$ cat src/rtl/prjb_pkg.sv
package prjb_pkg;

	localparam int SLOTS       = 32;
	localparam int HANDLE_BITS = 16;
	localparam int IDX_W       = $clog2(SLOTS);
	localparam int OCC_W       = $clog2(SLOTS + 1);
	localparam int SEQ_W       = 32;

	localparam int FRAME_LEN   = 21;
	localparam int MIN_PREFILL = 2;
	localparam int MAX_PREFILL = SLOTS / 2;
	localparam int RECIP_SH    = 20;
	localparam int RECIP       = ((2 ** RECIP_SH) + FRAME_LEN - 1) / FRAME_LEN;
	localparam int TARGET_RST  = 40;

	localparam logic [1:0] ST_STORED = 2'd0;
	localparam logic [1:0] ST_LATE   = 2'd1;
	localparam logic [1:0] ST_DUP    = 2'd2;
	localparam logic [1:0] ST_STALE  = 2'd3;

	localparam logic MODE_INSERT = 1'b0;

	typedef struct packed {
		logic        mode;
		logic [31:0] sequence_req;
		logic [15:0] packet_handle;
	} req_t;

	typedef struct packed {
		logic [1:0]  insert_status;
		logic        packet_valid;
		logic [15:0] out_handle;
		logic [31:0] out_sequence;
		logic        lost;
		logic [5:0]  held_count;
	} rsp_t;

	typedef struct packed {
		logic [SEQ_W-1:0]       seq;
		logic [HANDLE_BITS-1:0] handle;
	} slot_ent_t;

	typedef struct packed {
		logic eq;
		logic older;
		logic after;
	} cmp_t;

	// floor(v / FRAME_LEN) by reciprocal, clamped to the prefill range
	function automatic logic [OCC_W-1:0] prefill_of(input logic [15:0] v);
		logic [16+RECIP_SH-1:0] prod;
		logic [15:0]            q;
		logic [OCC_W-1:0]       f;
		prod = (16 + RECIP_SH)'(v) * (16 + RECIP_SH)'(RECIP);
		q    = prod[16+RECIP_SH-1 -: 16];
		if (q < 16'(MIN_PREFILL)) begin
			f = OCC_W'(MIN_PREFILL);
		end else if (q > 16'(MAX_PREFILL)) begin
			f = OCC_W'(MAX_PREFILL);
		end else begin
			f = OCC_W'(q);
		end
		return f;
	endfunction

endpackage

$ cat src/rtl/packet_reorder_jitter_buffer_unit.sv
// channel | signals                 | handshake
// --------+-------------------------+----------------------------------
// command | start, busy, req        | beat taken when start && !busy
// result  | done, rsp               | one-cycle strobe, no back-pressure
// config  | cfg_we, cfg_wdata       | written when cfg_we is high
//
// insert: slot read, then late check, then duplicate check and write
// pop: the result comes straight from idle below prefill or when empty; the expected
//   slot is read and checked, and if it does not hold the expected packet the slot table is scanned for a newer one;
//   the single slot read port and the shared sequence comparator set these steps
// asynchronous reset clears valid bits, counters and state; slot table
//   contents stay undefined until written
// results cannot be stalled; busy stays high until the result strobe
module packet_reorder_jitter_buffer_unit
	import prjb_pkg::*;
(
	input  logic        clk,
	input  logic        arst_n,
	input  logic        start,
	output logic        busy,
	input  req_t        req,
	input  logic        cfg_we,
	input  logic [15:0] cfg_wdata,
	output logic        done,
	output rsp_t        rsp
);

	localparam int CNT_W = $clog2(SLOTS + 1);

	typedef enum logic [2:0] {
		S_IDLE,
		S_INS_LATE,
		S_INS_DUP,
		S_POP_CHK,
		S_SCAN
	} state_t;

	state_t                 state_q;
	logic [SEQ_W-1:0]       seq_q;
	logic [HANDLE_BITS-1:0] hnd_q;
	logic [IDX_W-1:0]       idx_q;
	logic [SEQ_W-1:0]       exp_q;
	logic                   started_q;
	logic [OCC_W-1:0]       occ_q;
	logic [OCC_W-1:0]       prefill_q;
	logic [SLOTS-1:0]       vld_q;
	logic [CNT_W-1:0]       cnt_q;
	logic                   chk_q;
	logic [IDX_W-1:0]       chk_idx_q;
	rsp_t                   res_q;
	logic                   done_q;

	logic             accept;
	logic             rd_en;
	logic [IDX_W-1:0] rd_idx;
	logic             wr_en;
	slot_ent_t        wr_ent;
	slot_ent_t        rd_ent;
	logic [SEQ_W-1:0] alu_a;
	logic [SEQ_W-1:0] alu_b;
	cmp_t             cmp;
	logic [IDX_W-1:0] req_idx;
	logic [IDX_W-1:0] exp_idx;
	logic             pop_go;

	assign accept  = start && !busy;
	assign busy    = (state_q != S_IDLE);
	assign req_idx = IDX_W'(req.sequence_req % SLOTS);
	assign exp_idx = IDX_W'(exp_q % SLOTS);
	assign pop_go  = started_q || (occ_q >= prefill_q);

	// shared comparator operand select
	always_comb begin
		alu_a = rd_ent.seq;
		alu_b = exp_q;
		case (state_q)
			S_INS_LATE: begin
				alu_a = seq_q;
				alu_b = exp_q;
			end
			S_INS_DUP: begin
				alu_a = rd_ent.seq;
				alu_b = seq_q;
			end
			default: begin
				alu_a = rd_ent.seq;
				alu_b = exp_q;
			end
		endcase
	end

	prjb_seq_cmp u_cmp (
		.a   (alu_a),
		.b   (alu_b),
		.res (cmp)
	);

	always_comb begin
		rd_en  = 1'b0;
		rd_idx = req_idx;
		if (state_q == S_IDLE) begin
			rd_en  = accept;
			rd_idx = (req.mode == MODE_INSERT) ? req_idx : exp_idx;
		end else if (state_q == S_SCAN) begin
			rd_en  = (cnt_q < CNT_W'(SLOTS));
			rd_idx = cnt_q[IDX_W-1:0];
		end
	end

	assign wr_en         = (state_q == S_INS_DUP) && !(vld_q[idx_q] && cmp.eq);
	assign wr_ent.seq    = seq_q;
	assign wr_ent.handle = hnd_q;

	prjb_slot_mem u_mem (
		.clk     (clk),
		.wr_en   (wr_en),
		.wr_idx  (idx_q),
		.wr_data (wr_ent),
		.rd_en   (rd_en),
		.rd_idx  (rd_idx),
		.rd_data (rd_ent)
	);

	always_ff @(posedge clk or negedge arst_n) begin
		if (!arst_n) begin
			prefill_q <= prefill_of(16'(TARGET_RST));
		end else if (cfg_we) begin
			prefill_q <= prefill_of(cfg_wdata);
		end
	end

	always_ff @(posedge clk or negedge arst_n) begin
		if (!arst_n) begin
			state_q   <= S_IDLE;
			seq_q     <= '0;
			hnd_q     <= '0;
			idx_q     <= '0;
			exp_q     <= '0;
			started_q <= 1'b0;
			occ_q     <= '0;
			vld_q     <= '0;
			cnt_q     <= '0;
			chk_q     <= 1'b0;
			chk_idx_q <= '0;
			res_q     <= '0;
			done_q    <= 1'b0;
		end else begin
			done_q <= 1'b0;
			case (state_q)
				S_IDLE: begin
					if (accept) begin
						res_q     <= '0;
						seq_q     <= req.sequence_req;
						hnd_q     <= HANDLE_BITS'(req.packet_handle);
						if (req.mode == MODE_INSERT) begin
							idx_q <= req_idx;
							if (!started_q && occ_q == '0) begin
								exp_q <= req.sequence_req;
							end
							state_q <= S_INS_LATE;
						end else begin
							idx_q <= exp_idx;
							if (!started_q && pop_go) begin
								started_q <= 1'b1;
							end
							if (pop_go && occ_q != '0) begin
								state_q <= S_POP_CHK;
							end else begin
								done_q <= 1'b1;
							end
						end
					end
				end
				S_INS_LATE: begin
					if (started_q && cmp.older) begin
						res_q.insert_status <= ST_LATE;
						done_q              <= 1'b1;
						state_q             <= S_IDLE;
					end else begin
						state_q <= S_INS_DUP;
					end
				end
				S_INS_DUP: begin
					if (vld_q[idx_q] && cmp.eq) begin
						res_q.insert_status <= ST_DUP;
					end else if (vld_q[idx_q]) begin
						res_q.insert_status <= ST_STALE;
					end else begin
						res_q.insert_status <= ST_STORED;
						vld_q[idx_q]        <= 1'b1;
						occ_q               <= occ_q + OCC_W'(1);
					end
					done_q  <= 1'b1;
					state_q <= S_IDLE;
				end
				S_POP_CHK: begin
					if (vld_q[idx_q] && cmp.eq) begin
						vld_q[idx_q]       <= 1'b0;
						occ_q              <= occ_q - OCC_W'(1);
						res_q.packet_valid <= 1'b1;
						res_q.out_handle   <= 16'(rd_ent.handle);
						res_q.out_sequence <= exp_q;
						exp_q              <= exp_q + SEQ_W'(1);
						done_q             <= 1'b1;
						state_q            <= S_IDLE;
					end else begin
						cnt_q   <= '0;
						chk_q   <= 1'b0;
						state_q <= S_SCAN;
					end
				end
				S_SCAN: begin
					chk_q     <= (cnt_q < CNT_W'(SLOTS));
					chk_idx_q <= cnt_q[IDX_W-1:0];
					cnt_q     <= cnt_q + CNT_W'(1);
					if (chk_q && vld_q[chk_idx_q] && cmp.after) begin
						exp_q      <= exp_q + SEQ_W'(1);
						res_q.lost <= 1'b1;
						done_q     <= 1'b1;
						state_q    <= S_IDLE;
					end else if (cnt_q == CNT_W'(SLOTS)) begin
						// last slot checked, nothing newer held
						done_q  <= 1'b1;
						state_q <= S_IDLE;
					end
				end
				default: begin
					state_q <= S_IDLE;
				end
			endcase
		end
	end

	assign done = done_q;

	always_comb begin
		rsp            = res_q;
		rsp.held_count = 6'(occ_q);
	end

`ifndef SYNTH
	a_done_not_busy: assert property (@(posedge clk) disable iff (!arst_n)
		done |-> !busy)
		else $error("result strobe while busy");

	a_insert_multicycle: assert property (@(posedge clk) disable iff (!arst_n)
		(accept && req.mode == MODE_INSERT) |=> (busy && !done))
		else $error("insert finished without slot check");

	a_deliver_clean: assert property (@(posedge clk) disable iff (!arst_n)
		(done && rsp.packet_valid) |-> (!rsp.lost && rsp.insert_status == ST_STORED))
		else $error("delivered beat carries loss or insert status");

	a_held_bound: assert property (@(posedge clk) disable iff (!arst_n)
		done |-> (rsp.held_count <= 6'(SLOTS)))
		else $error("held count above slot count");
`endif

endmodule

$ cat src/rtl/prjb_seq_cmp.sv
module prjb_seq_cmp
	import prjb_pkg::*;
(
	input  logic [SEQ_W-1:0] a,
	input  logic [SEQ_W-1:0] b,
	output cmp_t             res
);

	logic [SEQ_W-1:0] d;

	// wrapped signed difference
	assign d         = a - b;
	assign res.eq    = (d == '0);
	assign res.older = d[SEQ_W-1];
	assign res.after = (d != '0) && !d[SEQ_W-1];

endmodule

$ cat src/rtl/prjb_slot_mem.sv
module prjb_slot_mem
	import prjb_pkg::*;
(
	input  logic             clk,
	input  logic             wr_en,
	input  logic [IDX_W-1:0] wr_idx,
	input  slot_ent_t        wr_data,
	input  logic             rd_en,
	input  logic [IDX_W-1:0] rd_idx,
	output slot_ent_t        rd_data
);

	slot_ent_t mem [SLOTS];
	slot_ent_t rd_q;

	always_ff @(posedge clk) begin
		if (wr_en) begin
			mem[wr_idx] <= wr_data;
		end
	end

	always_ff @(posedge clk) begin
		if (rd_en) begin
			rd_q <= mem[rd_idx];
		end
	end

	assign rd_data = rd_q;

endmodule

$ cat config.mk
export PLATFORM = sky130hd
export DESIGN_NAME = packet_reorder_jitter_buffer_unit
export DESIGN_NICKNAME = d
export VERILOG_FILES = /design/src/rtl/prjb_pkg.sv /design/src/rtl/packet_reorder_jitter_buffer_unit.sv /design/src/rtl/prjb_seq_cmp.sv /design/src/rtl/prjb_slot_mem.sv
export SDC_FILE = /design/constraint.sdc
export NUM_CORES = 2
export LEC_CHECK = 0
export ABC_CLOCK_PERIOD_IN_PS = 9440
export BUFFER_PORTS_ARGS = -buffer_cell sky130_fd_sc_hd__buf_4
export CORE_AREA = 5 5 422 383
export DETAILED_ROUTE_END_ITERATION = 10
export DIE_AREA = 0 0 427 388
export PLACE_DENSITY = 0.73
export SETUP_SLACK_MARGIN = 0.5
export SYNTH_ARGS = -nofsm -noshare
export SYNTH_HDL_FRONTEND = slang
export SYNTH_HIERARCHICAL = 1
export SYNTH_SLANG_ARGS = --single-unit
$ cat constraint.sdc
create_clock -name clk -period 9.44 [get_ports clk]
set_clock_uncertainty 0.1 [all_clocks]
set_input_delay 0.944 -clock clk [delete_from_list [all_inputs] [get_ports clk]]
set_output_delay 0.944 -clock clk [all_outputs]
set_load 0.02 [all_outputs]
# ---- Yosys cells after proc, flatten, opt, wreduce, memory -nomap -nowiden
# Memory sizes are Yosys's and may differ from the RTL's. A register that Yosys moved wholly into a read port is not among the register bits.
# Index checks and enable logic that the tools add are counted.
dict set report classes {
  add_sub_neg 5
  n_reduce_logical 37
  bitwise 3
  multipliers 1
  muxes 60
  order_cmp 7
  eq_ne 16
}
# cell count
set op_table {}
lappend op_table {{two-way mux 32 bit} 10}
lappend op_table {{case mux 49 bit (2 select lines)} 1}
lappend op_table {{case mux 32 bit (3 select lines)} 1}
lappend op_table {{case mux 32 bit (2 select lines)} 1}
lappend op_table {{two-way mux 58 bit} 1}
lappend op_table {{two-way mux 49 bit} 1}
lappend op_table {{two-way mux 6 bit} 6}
lappend op_table {{adder 32 x 1 -> 32 bit (second input constant)} 1}
lappend op_table {{AND 32 bit} 1}
lappend op_table {{logical NOT 32 bit} 1}
lappend op_table {{multiplier 16 x 16 -> 32 bit (second input constant)} 1}
lappend op_table {{NOT 32 bit} 1}
lappend op_table {{OR 32 bit} 1}
lappend op_table {{nonzero test 32 bit} 1}
lappend op_table {{subtractor 32 bit} 1}
lappend op_table {{case mux 6 bit (2 select lines)} 2}
lappend op_table {{two-way mux 3 bit} 6}
lappend op_table {{two-way mux 1 bit} 16}
lappend op_table {{two-way mux 5 bit} 3}
lappend op_table {{!= test 2 bit (second input constant)} 7}
lappend op_table {{adder 6 x 1 -> 6 bit (second input constant)} 2}
lappend op_table {{> comparator 12 x 5 -> 1 bit (second input constant)} 1}
lappend op_table {{less-than comparator 12 x 2 -> 1 bit (second input constant)} 1}
lappend op_table {{less-than comparator 5 x 6 -> 1 bit (second input constant)} 2}
lappend op_table {{other kinds (30)} 60}
dict set report word_totals {
  out_inout_bits 60
  memories 1
  ramBits 1536
  ff_bits 198
}
# memory words word_bits read_ports rd_clocked_by_memory_dff wr line_no
set mem_list {}
lappend mem_list {u_mem.mem 32 48 1 1 1 prjb_slot_mem.sv:13} ;# slot_ent_t mem [SLOTS];

# ---- Depth between registers and ports, before layout
dict set report depth {
  word_depth 9
  ltp_mapped 26
  ltp_nobuf 22
}

# ---- Cells and area by module
# The synthesis kept the hierarchy.
# mod cells_each instances area_each_um2
set modules_own_cells {}
lappend modules_own_cells {prjb_slot_mem 3364 1 61205.0}
lappend modules_own_cells {packet_reorder_jitter_buffer_unit 1601 1 14549.0}
lappend modules_own_cells {prjb_seq_cmp 324 1 2118.3}

# ---- Worst setup path before layout
# No wires, ideal clock.
dict set report synth_path {
  path_type {flip-flop to flip-flop}
  startpoint {register state_q[0]}
  endpoint {memory u_mem/mem[28][0] (netlist bit), enable pin}
  path_stages_with_launch 21
  synth_period_minus_slack_ns 7.436
  arrival_time_ns 6.882
  slack_ns 2.004
  t_required_ns 8.886
  path_cell_list {dfrtp_1 clkbuf_1 nor3b_1 clkbuf_1 mux2_2 ha_1 buf_6 a21o_1 a311oi_2 nor2_1 o31ai_1 nor4_1 or3_1 xnor2_1 o211ai_1 nor4_1 nand2_1 and2_1 or3b_2 clkbuf_1 nor2_1}
}
# element line_no
set synth_lines {}
lappend synth_lines {{from (decl)} packet_reorder_jitter_buffer_unit.sv:38} ;# state_t state_q;
lappend synth_lines {{from (signal assigned)} packet_reorder_jitter_buffer_unit.sv:134} ;# state_q <= S_IDLE;
lappend synth_lines {{from (signal assigned)} packet_reorder_jitter_buffer_unit.sv:160} ;# state_q <= S_INS_LATE;
lappend synth_lines {{from (signal assigned)} packet_reorder_jitter_buffer_unit.sv:167} ;# state_q <= S_POP_CHK;
lappend synth_lines {{to (decl)} prjb_slot_mem.sv:13}

==> implementation parameters <==
Parameter                              Value

Run status
  Outcome ... complete, no violations

GRT
  Largest net degree at the start of global routing ... 133
  Global route total overflow ... 0
  Global-route wire length before repair ... 291000 um
  Number of antenna violations at the first check in global routing ... 4
  Number of global-route vias before repair ... 45400
  GR Util All Layers ... 0.234

Floorplan
  Count of boundary I/O pins ... 129
  Chip Width ... 427 um
  Number of standard-cell rows in the floorplan ... 138
  Die Outline Area ... 0.166 mm2
  Starting density of the core ... 0.498
  Area of the core ... 0.156 mm2
  Floorplan die height ... 388 um

Worst setup path
  Endpoint type of the worst setup path ... flop
  Largest stage delay on the critical path ... 1.02 ns
  Setup Crit Path Kind ... reg -> reg
  Crit path required time ... 9.77 ns
  Worst path arrival time ... 8.23 ns
  Crit-path max FO ... 28
  Cell chain of the critical path ... and2b_1 -> nor2b_4 -> buf_4 -> mux2_2 -> inv_1 -> ha_1 -> a21o_1 -> a311oi_2 -> nor2_1 -> o31ai_1 -> nor4_1 -> or3_1 -> xnor2_1 -> o211ai_1 -> nor4_1 -> nand2_1 -> and2_1 -> nand3b_1 -> nor2_4 -> buf_4
  Setup crit start kind ... flop
  Slowest cell on the critical path ... nor2_4

Worst hold path
  Path category of the worst min-delay check ... in -> async

STA
  Transition time at the pin with the least slew margin ... 1.32 ns
  Final setup vio count ... 0
  Slew Limit Fails ... 0
  Worst-case headroom to the max-slew limit ... 0.118
  Portion of the clock cycle consumed by the worst path in the final layout ... 0.837
  Setup total negative slack ... 0 ns
  Minimum clock period after layout ... 7.90 ns
  Number of hold violations in the final report ... 0
  Final Worst Setup Slack ... 1.54 ns
  Setup repair after global routing missed its margin ... false
  Max Fclk ... 0.127 GHz

Detailed routing
  Final ANT Viol Nets ... 0
  WL/cell ... 25.6 um
  Final Routed Wirelength ... 196000 um
  Drt first-iter violations ... 4823
  Via count ... 46000
  Pre-Repair DR Iteration Count ... 5
  Post-detailed-route DRC marker count ... 0
  Detail-routed via count per cell ... 6.00

Synth
  Count of mapped cells out of synthesis ... 5289
  Proportion of synthesized chip area in sequential cells ... 0.674
  Most used DFF post-synth ... edfxtp_1
  Synthesized area ... 0.0779 mm2
  Yosys top cell by area ... edfxtp_1
  Number of enable-type register cells in the synthesized netlist ... 1584
  Post-Synthesis Mean Instance Area ... 14.7 um2
  Async set or reset register ratio after synthesis ... 0.111
  Flip-flop and latch count after synthesis ... 1782
  Number of warnings printed during yosys synthesis ... 6
  Count of cell types in the netlist ... 91
  Total nets after synthesis ... 5586
  Yosys top cell area share ... 0.611
  Synth top area cells ... edfxtp_1 61%, mux2i_1 10%, dfrtp_1 6.3%

Power and ir drop
  Max IR drop VDD ... 0.000258 V
  Leakage power ... 0.0325 uW
  Pwr dens ... 332 mW/mm2

Final layout
  Number of nets in the layout ... 5716
  Final-layout fill cell count ... 12200
  Growth of design area from synthesis to finish ... 11.4%
  Share of post-route cells with drive strength above 1 ... 0.118
  Area of all placed cells without fillers ... 0.0868 mm2
  Fraction of the core area covered by cells at the end of the flow ... 0.555

Placed design
  Final weighted congestion in routability-driven placement ... 0.878
  Placed Area ... 0.0811 mm2
  Number of port buffers ... 128
  Setup slack at placement ... 1.75 ns
  Half-perimeter wire length after placement ... 116000 um

Clock tree
  CTS sink cnt ... 1782
  CTS tree ... done
  Clock latency on the worst-skew pair ... 0.81 ns
  Post-CTS setup buffer count ... 0
  CTS H-tree lvls ... 4
  PostCTS Resize Cnt ... 0
  Clock transition at path regs ... 0.06 ns
  Root Buffer Master ... clkbuf_16
  Count of hold buffers inserted by post-cts repair ... 0
  Inserted Clock Buffers ... 173
  Buffers from clock root to sink, at most ... 3

Job
  Maxcap violations ... 0
[stage by stage]
step	power (uW)	cells	hold WS, ns
6_report	28800	7665	0.130
5_1_grt	30200	7665	0.183
4_1_cts	28800	7664	0.125
3_5_place_dp	22000	7344	0.359
3_3_place_gp	21800	7344	0.348
2_1_floorplan	18500	5289	0.326
[worst max-delay path, delay by kind of cell (launching register included)]
kind | cells | cell delay (ns)
AND/OR/NAND/NOR | 10 | 3.80
AO/OA/AOI/OAI | 4 | 1.17
buffers and inverters | 3 | 1.06
flip-flops | 1 | 0.46
adder cells (fa/ha/maj) | 1 | 0.36
multiplexers | 1 | 0.35
XOR/XNOR | 1 | 0.14
[logic make-up after synthesis]
group,after synthesis,synth area share
and+or+nand+nor,1024,0.0592
DFF,1782,0.674
buffers and inverters,472,0.0299
xor gates and xnor gates,32,0.00397
muxes,889,0.119
AOI/OAI and AO/OA,862,0.0714
adders and majority gates,228,0.0421
[metal layers]
metal | share of wire | up-vias | global-route usage | routed length (um)
met5 | 0.000056 | - | 0 | 11
met4 | 0.036 | 2 | 0.0846 | 7080
met3 | 0.082 | 328 | 0.0477 | 16000
met2 | 0.47 | 1941 | 0.370 | 91700
met1 | 0.41 | 23300 | 0.323 | 81000
li1 | - | 20400 | - | -
[area by class of cell]
cell class	count	area, um2	share of cell area
diodes	1	2.50	0.0000288
clock buffers	225	4710	0.0543
clock inverters	95	955	0.0110
inverters	189	709	0.00818
multi-input cells	3035	23400	0.269
flip-flops and latches	1782	52500	0.605
well taps	2100	2630	0.0303
repair buffers	238	1880	0.0217
[worst paths after layout]
kind | to | slack (ns) | start | cells past startpoint
worst max-delay path | u_mem/mem[29][23] | 1.54 | state_q[2] | 20
worst min-delay path | rsp[23] | 0.13 | arst_n | 1
worst max register to register | u_mem/mem[29][23] | 1.54 | state_q[2] | 20
worst min register to register | rsp[44] | 0.36 | u_mem/rd_data[5] | 2
max in group asynchronous | seq_q[25] | 7.70 | arst_n | 2
min in group clk | hnd_q[15] | 0.22 | req[15] | 3
[cell usage after synthesis (6+ instances only)]
cell	number
a21o_1	22
a21oi_1	269
a22o_1	97
a22oi_1	153
a31oi_1	60
and2_1	15
and3_1	12
buf_1	10
buf_2	46
buf_4	39
buf_6	44
clkbuf_1	142
dfrtp_1	197
edfxtp_1	1584
fa_1	57
ha_1	171
inv_1	189
mux2_1	7
mux2_2	86
mux2i_1	777
mux4_2	14
nand2_1	551
nand2b_1	6
nand3_1	193
nand3b_1	6
nand4_1	22
nor2_1	87
nor2b_1	7
nor3_1	66
nor3b_1	6
nor4_1	8
o211ai_1	10
o21a_1	12
o21ai_0	138
o22ai_1	30
or3_1	12
xnor2_1	15
xor2_1	15
[state kept, by name, summed over array words and instances, names as in the netlist, 3 cells and up, named ones only]
signal,flops
prefill_q,6
hnd_q,16
u_mem/mem,1536
exp_q,32
u_mem/rd_data,48
state_q,3
occ_q,6
chk_idx_q,5
idx_q,5
rsp,52
seq_q,32
cnt_q,6
[report_power, final]
group,switching [uW],internal (uW),leakage [uW]
Clock,2960,3870,0.00277
Combinational,7050,3850,0.0128
Sequential,882,10200,0.0169
[layout by cell type, fill, tap and decap left out, types with 22 or more instances in the layout]
| master | n |
|---|---|
| a22o_1 | 97 |
| nor2_4 | 34 |
| mux2i_1 | 777 |
| a31oi_1 | 60 |
| fa_1 | 57 |
| a21o_1 | 22 |
| clkinv_1 | 35 |
| o21ai_0 | 137 |
| nand2_1 | 548 |
| buf_4 | 230 |
| dfrtp_1 | 197 |
| a21oi_1 | 268 |
| edfxtp_1 | 1584 |
| inv_1 | 189 |
| clkbuf_1 | 37 |
| ha_1 | 171 |
| mux2_2 | 86 |
| clkinv_2 | 30 |
| o22ai_1 | 30 |
| nor2_1 | 53 |
| clkbuf_16 | 176 |
| a22oi_1 | 153 |
| nor3_1 | 66 |
| nand3_1 | 193 |
| nand4_1 | 22 |
Power figures use the tool's default switching activity.
